File: src/rtl/ddn_pkg.sv
package ddn_pkg;

   localparam int MaxCandidates = 32;
   localparam int MaxClasses    = 128;
   localparam int CandIdxW      = $clog2(MaxCandidates);
   localparam int CandCntW      = $clog2(MaxCandidates + 1);
   localparam int ClassW        = 7;
   localparam int ClassIdxW     = $clog2(MaxClasses + 1);

   localparam logic [2:0] CSR_CONF_THRESHOLD    = 3'd0;
   localparam logic [2:0] CSR_OVERLAP_THRESHOLD = 3'd1;
   localparam logic [2:0] CSR_CLASS_COUNT       = 3'd2;
   localparam logic [2:0] CSR_IMAGE_WIDTH       = 3'd3;
   localparam logic [2:0] CSR_IMAGE_HEIGHT      = 3'd4;

   typedef struct packed {
      logic signed [15:0] center_x;
      logic signed [15:0] center_y;
      logic [15:0]        box_width;
      logic [15:0]        box_height;
      logic [15:0]        class_score;
      logic               last_class;
      logic               last_anchor;
   } req_data_type;

   typedef struct packed {
      logic [12:0]       rect_left;
      logic [12:0]       rect_top;
      logic [12:0]       rect_right;
      logic [12:0]       rect_bottom;
      logic [15:0]       det_score;
      logic [ClassW-1:0] det_class;
      logic              rect_empty;
      logic              summary_flag;
      logic              overflow_flag;
      logic              last_item;
   } rsp_data_type;

   typedef enum logic [3:0] {
      CMD_NONE,
      CMD_NMS_START,
      CMD_DIFF,
      CMD_MINT,
      CMD_MAREA_A,
      CMD_MAREA_B,
      CMD_UNION,
      CMD_THR_LO,
      CMD_THR_HI,
      CMD_COMPARE,
      CMD_SET_KEPT,
      CMD_EMIT,
      CMD_SUMMARY
   } cmd_op_type;

   typedef struct packed {
      cmd_op_type          op;
      logic [CandIdxW-1:0] idx_i;
      logic [CandIdxW-1:0] idx_j;
      logic                keep;
   } ddn_cmd_type;

   typedef struct packed {
      logic [CandCntW-1:0] cand_count;
      logic                kept_j;
      logic                class_eq;
      logic                overlap;
   } ddn_status_type;

endpackage

File: src/rtl/ddn_controller.sv
module ddn_controller
   import ddn_pkg::*;
(
   input  logic           clock,
   input  logic           reset,
   input  logic           accept,
   input  logic           last_anchor,
   input  ddn_status_type status,
   output ddn_cmd_type    cmd,
   output logic           busy
);

   typedef enum logic [3:0] {
      S_IDLE, S_NMS_I, S_NMS_J, S_DIFF, S_MINT, S_MA, S_MB, S_UNI,
      S_TLO, S_THI, S_CMP, S_EMIT, S_SUM
   } state_type;

   state_type           state_ff;
   logic [CandCntW-1:0] i_ff;
   logic [CandCntW-1:0] j_ff;
   logic                keep_ff;

   always_comb begin
      cmd.idx_i = i_ff[CandIdxW-1:0];
      cmd.idx_j = j_ff[CandIdxW-1:0];
      cmd.keep  = keep_ff;
      cmd.op    = CMD_NONE;
      unique case (state_ff)
         S_IDLE:  cmd.op = CMD_NONE;
         S_NMS_I: cmd.op = (i_ff == '0) ? CMD_NMS_START : CMD_NONE;
         S_NMS_J: cmd.op = (j_ff == i_ff || !keep_ff) ? CMD_SET_KEPT : CMD_NONE;
         S_DIFF:  cmd.op = CMD_DIFF;
         S_MINT:  cmd.op = CMD_MINT;
         S_MA:    cmd.op = CMD_MAREA_A;
         S_MB:    cmd.op = CMD_MAREA_B;
         S_UNI:   cmd.op = CMD_UNION;
         S_TLO:   cmd.op = CMD_THR_LO;
         S_THI:   cmd.op = CMD_THR_HI;
         S_CMP:   cmd.op = CMD_COMPARE;
         S_EMIT:  cmd.op = (i_ff == status.cand_count) ? CMD_NONE : CMD_EMIT;
         S_SUM:   cmd.op = CMD_SUMMARY;
         default: cmd.op = CMD_NONE;
      endcase
   end

   // kept mask is cleared on the first visit to S_NMS_I, so i is zero there
   always_ff @(posedge clock) begin
      if (reset) begin
         state_ff <= S_IDLE;
         i_ff     <= '0;
         j_ff     <= '0;
         keep_ff  <= 1'b1;
      end else begin
         unique case (state_ff)
            S_IDLE: begin
               if (accept && last_anchor) begin
                  state_ff <= S_NMS_I;
                  i_ff     <= '0;
               end
            end
            S_NMS_I: begin
               if (i_ff == status.cand_count) begin
                  i_ff     <= '0;
                  state_ff <= S_EMIT;
               end else begin
                  j_ff     <= '0;
                  keep_ff  <= 1'b1;
                  state_ff <= S_NMS_J;
               end
            end
            S_NMS_J: begin
               if (j_ff == i_ff || !keep_ff) begin
                  i_ff     <= i_ff + 1'b1;
                  state_ff <= S_NMS_I;
               end else if (status.kept_j && status.class_eq) begin
                  state_ff <= S_DIFF;
               end else begin
                  j_ff <= j_ff + 1'b1;
               end
            end
            S_DIFF: state_ff <= S_MINT;
            S_MINT: state_ff <= S_MA;
            S_MA:   state_ff <= S_MB;
            S_MB:   state_ff <= S_UNI;
            S_UNI:  state_ff <= S_TLO;
            S_TLO:  state_ff <= S_THI;
            S_THI:  state_ff <= S_CMP;
            S_CMP: begin
               if (status.overlap) keep_ff <= 1'b0;
               j_ff     <= j_ff + 1'b1;
               state_ff <= S_NMS_J;
            end
            S_EMIT: begin
               if (i_ff == status.cand_count) begin
                  state_ff <= S_SUM;
               end else begin
                  i_ff <= i_ff + 1'b1;
               end
            end
            S_SUM: begin
               i_ff     <= '0;
               state_ff <= S_IDLE;
            end
            default: state_ff <= S_IDLE;
         endcase
      end
   end

   assign busy = (state_ff != S_IDLE);

endmodule

File: config.mk
export PLATFORM = sky130hd
export DESIGN_NAME = ddn_controller
export DESIGN_NICKNAME = d
export VERILOG_FILES = /design/src/rtl/ddn_pkg.sv /design/src/rtl/ddn_controller.sv
export SDC_FILE = /design/constraint.sdc
export NUM_CORES = 1
export LEC_CHECK = 0
export ABC_CLOCK_PERIOD_IN_PS = 3900
export BUFFER_PORTS_ARGS = -buffer_cell sky130_fd_sc_hd__buf_2
export CORE_MARGIN = 3
export CORE_UTILIZATION = 55
export DETAILED_ROUTE_END_ITERATION = 10
export GPL_TIMING_DRIVEN = 0
export PLACE_DENSITY = 0.79
export SYNTH_ARGS = -nofsm -noshare
export SYNTH_HDL_FRONTEND = slang
export SYNTH_SLANG_ARGS = --single-unit
File: constraint.sdc
create_clock -name clock -period 3.9 [get_ports clock]
set_input_delay 0.195 -clock clock [delete_from_list [all_inputs] [get_ports clock]]
set_output_delay 0.195 -clock clock [all_outputs]
set_load 0.03 [all_outputs]
==> results_dict.tcl, run 1 <==
set metrics [dict create \
    clk_pin_slew_ns 0.10 \
    syn_inst 187 \
    fmax_ghz 0.406 \
    postCtsResizedCells 0 \
    dp_slack_ns 1.60 \
    async_flop_share_pct 0 \
    cts-htree-levels 1 \
    yosysUniqueCellTypes 47 \
    numCtsBuffers 3 \
    hold_class "input pin to register" \
    worst-setup-path-type "register to output pin" \
    fin_tns_setup_ns 0 \
    antenna_left 0 \
    grt_pass1_vias 1298 \
    remaining_drc_errors 0 \
    grt-ovfl-total 0 \
    grt_pass1_wl_um 5660 \
    grt_max_degree 11 \
    core_area_um2 2320 \
    ios 29 \
    maxSlewViolCount 0 \
    start_util_pct 60.9 \
    cts_setup_buffers 0 \
    synth-edff-count 0 \
    r2r_end "i_ff[3]" \
    seq_area_frac_synth_pct 24.1 \
    critPathSlowestCell "dfxtp_1" \
    hold_ws_ns 0.243 \
    hold-path-cell-count 4 \
    rsz0062_at_grt "no" \
    setup_viol 0 \
    synth_top_area_share_pct 24.1 \
    synth-main-ff-cell "dfxtp_1" \
    port_buffers 28 \
    worstReg2RegStart "i_ff[0]" \
    drive_gt1_share_pct 23.7 \
    cap_violations 0 \
    dieWidth_um 56.7 \
    drtPass1Iterations 4 \
    wl_per_cell_um 13.4 \
    crit_required_ns 3.70 \
    maxSlewHeadroom_pct 57.3 \
    postCtsHoldBufs 0 \
    crit_chain "xor2_1 > nor4_4 > and2_4 > a21boi_0 > o311ai_0 > nand2_1 > buf_2" \
    yosysWarnings 0 \
    status "completed" \
    r2r_cells 7 \
    path_max_fanout 8 \
    die_area_um2 3210 \
    viasPerCell 5.78 \
    initialDrtViolationCount 58 \
    yosysTopAreaCell "dfxtp_1" \
    nets 236 \
    syn_nets 203 \
    rows 17 \
    synth_common_cells "17 x dfxtp_1, 17 x nand2_1, 16 x nor2_1, 14 x o21ai_0, 13 x xor2_1" \
    fin_crit_sh_pct 63.1 \
    ys_ff_latch 17 \
    arrival_ns 2.27 \
    endpoint_kind "output pin" \
    worstSetupStartpointType "register" \
    max_stage_delay_ns 0.51 \
    num_vias 1427 \
    syn_area_per_cell_um2 7.55 \
    antenna_found_initial 0 \
    area_growth_pct 14.3 \
    hpwl_um 2590 \
    cts_tree "done" \
    clock_path_buffers 2 \
    antenna_cells 0 \
    synthTopCellsByArea "dfxtp_1 24%, xor2_1 8.1%, buf_4 5.9%" \
    routed_wl_um 3310 \
    holdCritStartpoint "reset" \
    skew_ns 0.00390 \
    power_density_nw_per_um2 213 \
    gp_congestion 0.870 \
    period_minus_slack_ns 2.46 \
    clock_latency_ns 0.29 \
    cts.sinks 17 \
    grt_use_total_pct 21.6 \
    p_total_uw 343 \
    tightest_slew_ns 0.632 \
    p_leak_uw 0.000733 \
    hold_viol_final 0 \
    hold_end "state_ff[1]" \
    r2r_slack_ns 1.57 \
    peakVddDrop_uv 222 \
    syn_area_um2 1410 \
    cts-root-buf "clkbuf_4" \
    fp.dieH_um 56.7 \
    layout_setup_ws_ns 1.44 \
]
[flip-flops by register name (all words and copies together), names as in the netlist]
register  count
i_ff          6
j_ff          6
keep_ff       1
state_ff      4
[metal layers]
| layer | routed length, um | GRT usage, % | vias to the layer above |
|---|---|---|---|
| met5 | 0 | 0 | - |
| met4 | 85 | 10.2 | 0 |
| met3 | 169 | 3.91 | 10 |
| met2 | 1580 | 34.3 | 45 |
| met1 | 1470 | 28.0 | 645 |
| li1 | - | - | 727 |
[through the flow]
step                      std cells  instance area (um^2)  util [%]
after floorplan                 187                  1410         -
after global placement          243                  1590      68.4
after detailed placement        243                  1590      68.4
after CTS                       247                  1610      69.6
after global routing            247                  1610      69.6
final                           247                  1610      69.6
[layout make-up]
type,instances,area [um^2]
Multi-Input combinational cell,146,931
Fill cell,204,706
Sequential cell,17,340
Timing Repair Buffer,28,140
Buffer,21,129
Tap cell,28,35.0
Clock buffer,4,26.3
Inverter,3,11.3
[power breakdown]
group / internal [uW] / total (uW) / switching (uW) / leakage (uW)
registers: 175 / 177 / 2.08 / 0.000137
logic: 28.2 / 71.0 / 42.8 / 0.000581
clock network: 39.7 / 95.4 / 55.6 / 0.0000150
total: 243 / 343 / 101 / 0.000733
[how the worst max path moves through the flow]
| stage | end | slack [ns] | start |
|---|---|---|---|
| 6_report | cmd[14] | 1.44 | i_ff[0] |
| 5_1_grt | cmd[14] | 1.20 | i_ff[0] |
| 4_1_cts | cmd[14] | 1.43 | i_ff[0] |
| 3_5_place_dp | i_ff[3] | 1.60 | i_ff[0] |
| 3_3_place_gp | i_ff[3] | 1.64 | i_ff[0] |
| 2_1_floorplan | cmd[11] | 1.76 | i_ff[2] |
[critical path: cells and delay by family, from the launching register on]
| family | cells | cell delay (ns) |
|---|---|---|
| AOI/OAI and AO/OA | 2 | 0.41 |
| and+or+nand+nor | 3 | 0.73 |
| xor gates and xnor gates | 1 | 0.15 |
| buffers and inverters | 1 | 0.18 |
| DFF | 1 | 0.51 |
[kinds of logic (layout without fill, tap and decap cells)]
logic type	Yosys count	in the layout	synth area share, %
xor gates and xnor gates	14	14	8.69
AOI/OAI and AO/OA	49	49	23.4
and+or+nand+nor	80	80	31.2
buffers and inverters	24	56	9.93
adders and majority gates	3	3	2.66
DFF	17	17	24.1
[placed cells by master (no fill, tap or decap), drive strengths merged, types with 2 or more instances in the layout]
| cell type | n |
|---|---|
| a31oi | 3 |
| nor2b | 5 |
| a21oi | 11 |
| nand3b | 2 |
| o31ai | 3 |
| a32oi | 2 |
| inv | 3 |
| nor4 | 3 |
| nand2 | 17 |
| nor2 | 16 |
| nor3 | 4 |
| dfxtp | 17 |
| or4b | 2 |
| or3 | 2 |
| and3 | 2 |
| clkbuf | 12 |
| nand3 | 11 |
| xor2 | 13 |
| o21ai | 16 |
| and2 | 5 |
| nand2b | 5 |
| or4 | 2 |
| ha | 3 |
| buf | 41 |
| or2 | 2 |
| a21boi | 2 |
No activity file was read; power rests on OpenSTA's default activity.
==> inputs of run 2 (changes only) <==
ABC_CLOCK_PERIOD_IN_PS = 2150   (was 3900)
CORE_UTILIZATION = 49   (was 55)
PLACE_DENSITY = 0.74   (was 0.79)
clock period = 2.15 ns   (was 3.9 ns; I/O delays follow)
==> results_dict.tcl, run 2 (synthesis gave the netlist of run 1 again) <==
set metrics [dict create \
    status "finished, violations left" \
    violations "negative setup slack" \
    hold_ws_ns 0.149 \
    fill_cells 214 \
    grt_max_degree 11 \
    antenna_cells 0 \
    layout_setup_ws_ns -0.0210 \
    nets 247 \
    maxSlewHeadroom_pct 66.4 \
    cts.sinks 17 \
    p_total_uw 647 \
    grt_pass1_vias 1350 \
    worst-setup-path-type "register to register" \
    p_leak_uw 0.000832 \
    viasPerCell 5.84 \
    cap_violations 0 \
    power_density_nw_per_um2 356 \
    r2r_slack_ns -0.02 \
    arrival_ns 2.40 \
    r2r_end "i_ff[3]" \
    max_stage_delay_ns 0.52 \
    port_buffers 28 \
    tightest_slew_ns 0.503 \
    r2r_cells 7 \
    initialDrtViolationCount 70 \
    worstReg2RegStart "i_ff[5]" \
    clock_path_buffers 2 \
    clock_latency_ns 0.29 \
    hold_viol_final 0 \
    skew_ns 0.00254 \
    cts-htree-levels 1 \
    placed_cell_area_um2 1590 \
    core_area_um2 2610 \
    hold_class "input pin to register" \
    antenna_left 0 \
    path_max_fanout 7 \
    cts_tree "done" \
    dieWidth_um 59.7 \
    postLayoutCellArea_um2 1820 \
    maxSlewViolCount 0 \
    holdCritStartpoint "reset" \
    dp_slack_ns -0.147 \
    num_vias 1518 \
    period_minus_slack_ns 2.17 \
    final_cell_mix "25 x buf_4, 25 x buf_2, 16 x nand2_1, 13 x nor2_1, 13 x o21ai_0" \
    fmax_ghz 0.461 \
    peakVddDrop_uv 372 \
    fp.dieH_um 59.7 \
    hpwl_um 2630 \
    final_core_util_pct 69.6 \
    routed_wl_um 3870 \
    hold-path-cell-count 3 \
    drive_gt1_share_pct 38.3 \
    rows 18 \
    clk_pin_slew_ns 0.10 \
    critPathSlowestCell "or4b_1" \
    ios 29 \
    worstSetupStartpointType "register" \
    die_area_um2 3560 \
    start_util_pct 54.0 \
    wl_per_cell_um 14.9 \
    rsz0062_at_grt "yes" \
    setup_viol 1 \
    antenna_found_initial 0 \
    numCtsBuffers 3 \
    crit_chain "xor2_2 > nor4_4 > and2_4 > o2111ai_4 > buf_6 > or4b_1 > a21oi_1" \
    fin_crit_sh_pct 101 \
    endpoint_kind "register" \
    hold_end "j_ff[1]" \
    grt_pass1_wl_um 6140 \
    drtPass1Iterations 5 \
    grt_use_total_pct 22.0 \
    area_growth_pct 28.9 \
    crit_required_ns 2.38 \
    cts-root-buf "clkbuf_4" \
    reg_top3 "i_ff (6), j_ff (6), state_ff (4)" \
    gp_congestion 0.924 \
    remaining_drc_errors 0 \
    grt-ovfl-total 0 \
]
-- run 2: cell types whose count changed in the layout (fill, tap and decap cells not counted), moves of 4 or more --
| cell | change |
|---|---|
| buf_4 | +14 |
| buf_2 | -4 |
| dfxtp_1 | -7 |
| clkbuf_1 | -6 |
| clkbuf_2 | +5 |
| dfxtp_4 | +6 |
-- run 2: report_power, final --
part	leakage, uW	internal (uW)	total, uW	switching, uW
registers	0.000143	310	315	4.77
clock network	0.0000150	72.3	180	107
logic	0.000675	66.8	153	86.3
total	0.000832	449	647	198
-- run 2: critical path, delay by kind of cell (launching register included) --
family	cells	cell delay (ns)
and+or+nand+nor	3	1.12
AOI/OAI and AO/OA	2	0.29
buffers and inverters	1	0.16
xor gates and xnor gates	1	0.15
DFF	1	0.38
-- run 2: cell type report --
type                       instances  area (um^2)  share of cell area, %
clock buffer                       4         26.3                   1.44
sequential                        17          364                   20.0
inverter                           3         11.3                  0.619
multi-input combinational        146         1000                   55.0
buffer                            19          126                   6.95
timing repair buffer              41          253                   13.9
tap                               30         37.5                   2.06
-- run 2: timing repair --
item / in CTS / in global routing
endpoints found under the hold margin: 0 / 0
buffers inserted: 6 / 7
resized for setup: 13 / 32
hold buffers: 0 / 0
pin swaps: 4 / 11
endpoints found under the setup margin: 9 / 14
-- run 2: per-layer routing --
| metal | up-vias | GRT usage (%) | share of wire [%] |
|---|---|---|---|
| met1 | 696 | 30.3 | 41 |
| met5 | - | 0 | 0 |
| met3 | 8 | 2.81 | 7.4 |
| li1 | 744 | - | - |
| met2 | 70 | 36.6 | 50 |
| met4 | 0 | 4.75 | 1.4 |
-- run 2: worst max-delay path by stage --
| stage | cells past startpoint | end | from | slack (ns) |
|---|---|---|---|---|
| global route | 8 | i_ff[3] | i_ff[0] | -0.05 |
| detailed placement | 7 | i_ff[3] | i_ff[0] | -0.15 |
| floorplan | 7 | cmd[11] | i_ff[2] | 0.10 |
| global placement | 7 | i_ff[3] | i_ff[0] | -0.14 |
| CTS | 7 | cmd[14] | i_ff[3] | -0.01 |
| finish | 7 | i_ff[3] | i_ff[5] | -0.02 |
-- run 2: stage by stage --
| stage | cells | setup TNS [ns] |
|---|---|---|
| 2_1_floorplan | 187 | 0 |
| 3_3_place_gp | 245 | -0.248 |
| 3_5_place_dp | 245 | -0.319 |
| 4_1_cts | 253 | -0.0112 |
| 5_1_grt | 260 | -0.0565 |
| 6_report | 260 | -0.0210 |
==> inputs of run 3 (changes only) <==
PLACE_DENSITY = 0.75   (was 0.74)
==> results_dict.tcl, run 3 (synthesis gave the netlist of run 1 again) <==
set metrics [dict create \
    status "finished, violations left" \
    violations "negative setup slack" \
    core_area_um2 2610 \
    internal_power_uw 449 \
    grt_pass1_wl_um 6110 \
    setup_viol 4 \
    cap_violations 0 \
    pwr-share-comb_pct 23.7 \
    placed_cell_area_um2 1590 \
    endpoint_kind "register" \
    period_minus_slack_ns 2.26 \
    worst-setup-path-type "register to register" \
    reg_top3 "i_ff (6), j_ff (6), state_ff (4)" \
    rsz0062_at_grt "yes" \
    postLayoutCellArea_um2 1780 \
    drive_gt1_share_pct 35.9 \
    numCtsBuffers 3 \
    worstSetupStartpointType "register" \
    dp_slack_ns -0.170 \
    p_switching_uw 201 \
    hold_class "input pin to register" \
    clk_pin_slew_ns 0.11 \
    path_common_cell "buf_6" \
    layout_setup_ws_ns -0.110 \
    hpwl_um 2710 \
    grt_use_total_pct 22.0 \
    cts-root-buf "clkbuf_4" \
    antenna_found_initial 0 \
    seq_power_share_pct 48.9 \
    power.share.clock_pct 27.5 \
    fp.dieH_um 59.7 \
    area_growth_pct 26.1 \
    rows 18 \
    start_util_pct 54.0 \
    fin_crit_sh_pct 105 \
    initialDrtViolationCount 73 \
    cts_tree "done" \
    cts.sinks 17 \
    drtPass1Iterations 4 \
    wl_per_cell_um 15.1 \
    ios 29 \
    maxSlewHeadroom_pct 65.1 \
    final_cell_mix "27 x buf_2, 24 x buf_4, 16 x nand2_1, 15 x nor2_1, 14 x o21ai_0" \
    port_buffers 28 \
    remaining_drc_errors 0 \
    crit_chain "xor2_2 > nor4_4 > and2_4 > buf_6 > o2111ai_4 > buf_6 > or4b_1 > a21oi_1" \
    die_area_um2 3560 \
    peakVddDrop_uv 506 \
    crit_required_ns 2.38 \
    tightest_slew_ns 0.522 \
    maxSlewViolCount 0 \
    cts-htree-levels 1 \
    num_vias 1532 \
    arrival_ns 2.49 \
    grt_max_degree 11 \
    skew_ns 0.00589 \
    max_stage_delay_ns 0.49 \
    hold_viol_final 0 \
    fmax_ghz 0.442 \
    power_density_nw_per_um2 365 \
    antenna_cells 0 \
    nets 248 \
    fill_cells 221 \
    grt_pass1_vias 1392 \
    clock_latency_ns 0.30 \
    clock_path_buffers 2 \
    gp_congestion 0.918 \
    routed_wl_um 3940 \
    grt-ovfl-total 0 \
    postCtsHoldBufs 0 \
    critPathSlowestCell "or4b_1" \
    antenna_left 0 \
    viasPerCell 5.87 \
    p_leak_uw 0.000827 \
    final_common_cell "buf_2" \
    sw_frac_of_total_pct 31.0 \
    dieWidth_um 59.7 \
    path_max_fanout 5 \
]
-- run 3: worst paths after layout --
path / cells after the start / slack (ns) / to / startpoint
setup / recovery: 8 / -0.11 / i_ff[3] / i_ff[3]
hold / removal: 4 / 0.18 / state_ff[1] / reset
setup reg to reg: 8 / -0.11 / i_ff[3] / i_ff[3]
hold reg to reg: 1 / 0.53 / j_ff[5] / j_ff[5]
-- run 3: layout make-up --
class	count	area (um^2)	area share, %
buffer	19	125	7.03
sequential	17	355	20.0
tap	30	37.5	2.11
clock buffer	3	22.5	1.27
multi-input combinational	146	967	54.4
timing repair buffer	42	255	14.3
inverter	3	11.3	0.633
clock inverter	1	5.00	0.281
-- run 3: metrics by stage --
| stage | std cells | hold slack (ns) | TNS [ns] | power (uW) | util [%] |
|---|---|---|---|---|---|
| global placement | 245 | 0.472 | -0.219 | 453 | 60.8 |
| CTS | 256 | 0.151 | -0.00581 | 640 | 65.3 |
| detailed placement | 245 | 0.476 | -0.432 | 458 | 60.8 |
| global route | 261 | 0.177 | -0.706 | 683 | 68.1 |
| finish | 261 | 0.176 | -0.194 | 650 | 68.1 |
| floorplan | 187 | 0.283 | 0 | 420 | - |
-- run 3: repair_timing --
| item | in CTS | in global routing |
|---|---|---|
| gates cloned | 1 | 0 |
| resized for setup | 12 | 19 |
| setup endpoints to repair | 9 | 13 |
| buffers inserted | 8 | 5 |
| pin swaps | 4 | 8 |
-- run 3: critical path, delay by kind of cell, from the launching register on --
| family | cells | cell delay (ns) |
|---|---|---|
| compound gates | 2 | 0.27 |
| xor+xnor | 1 | 0.15 |
| simple gates | 3 | 1.14 |
| buf+inv | 2 | 0.26 |
| flops | 1 | 0.37 |
-- run 3: power by group through the flow --
stage	Sequential (uW)	Clock, uW	Combinational [uW]
after detailed placement	328	0	129
final	318	178	154
after floorplan	327	0	92.1
after global routing	319	199	165
after CTS	317	182	141
after global placement	328	0	125
-- run 3: routing by layer --
layer  GRT usage, %  vias to the layer above  routed length [um]
li1               -                      743                   -
met1           27.3                      706                1580
met2           39.2                       73                2010
met3           5.18                       10                 308
met4           2.85                        0                  45
met5              0                        -                   0
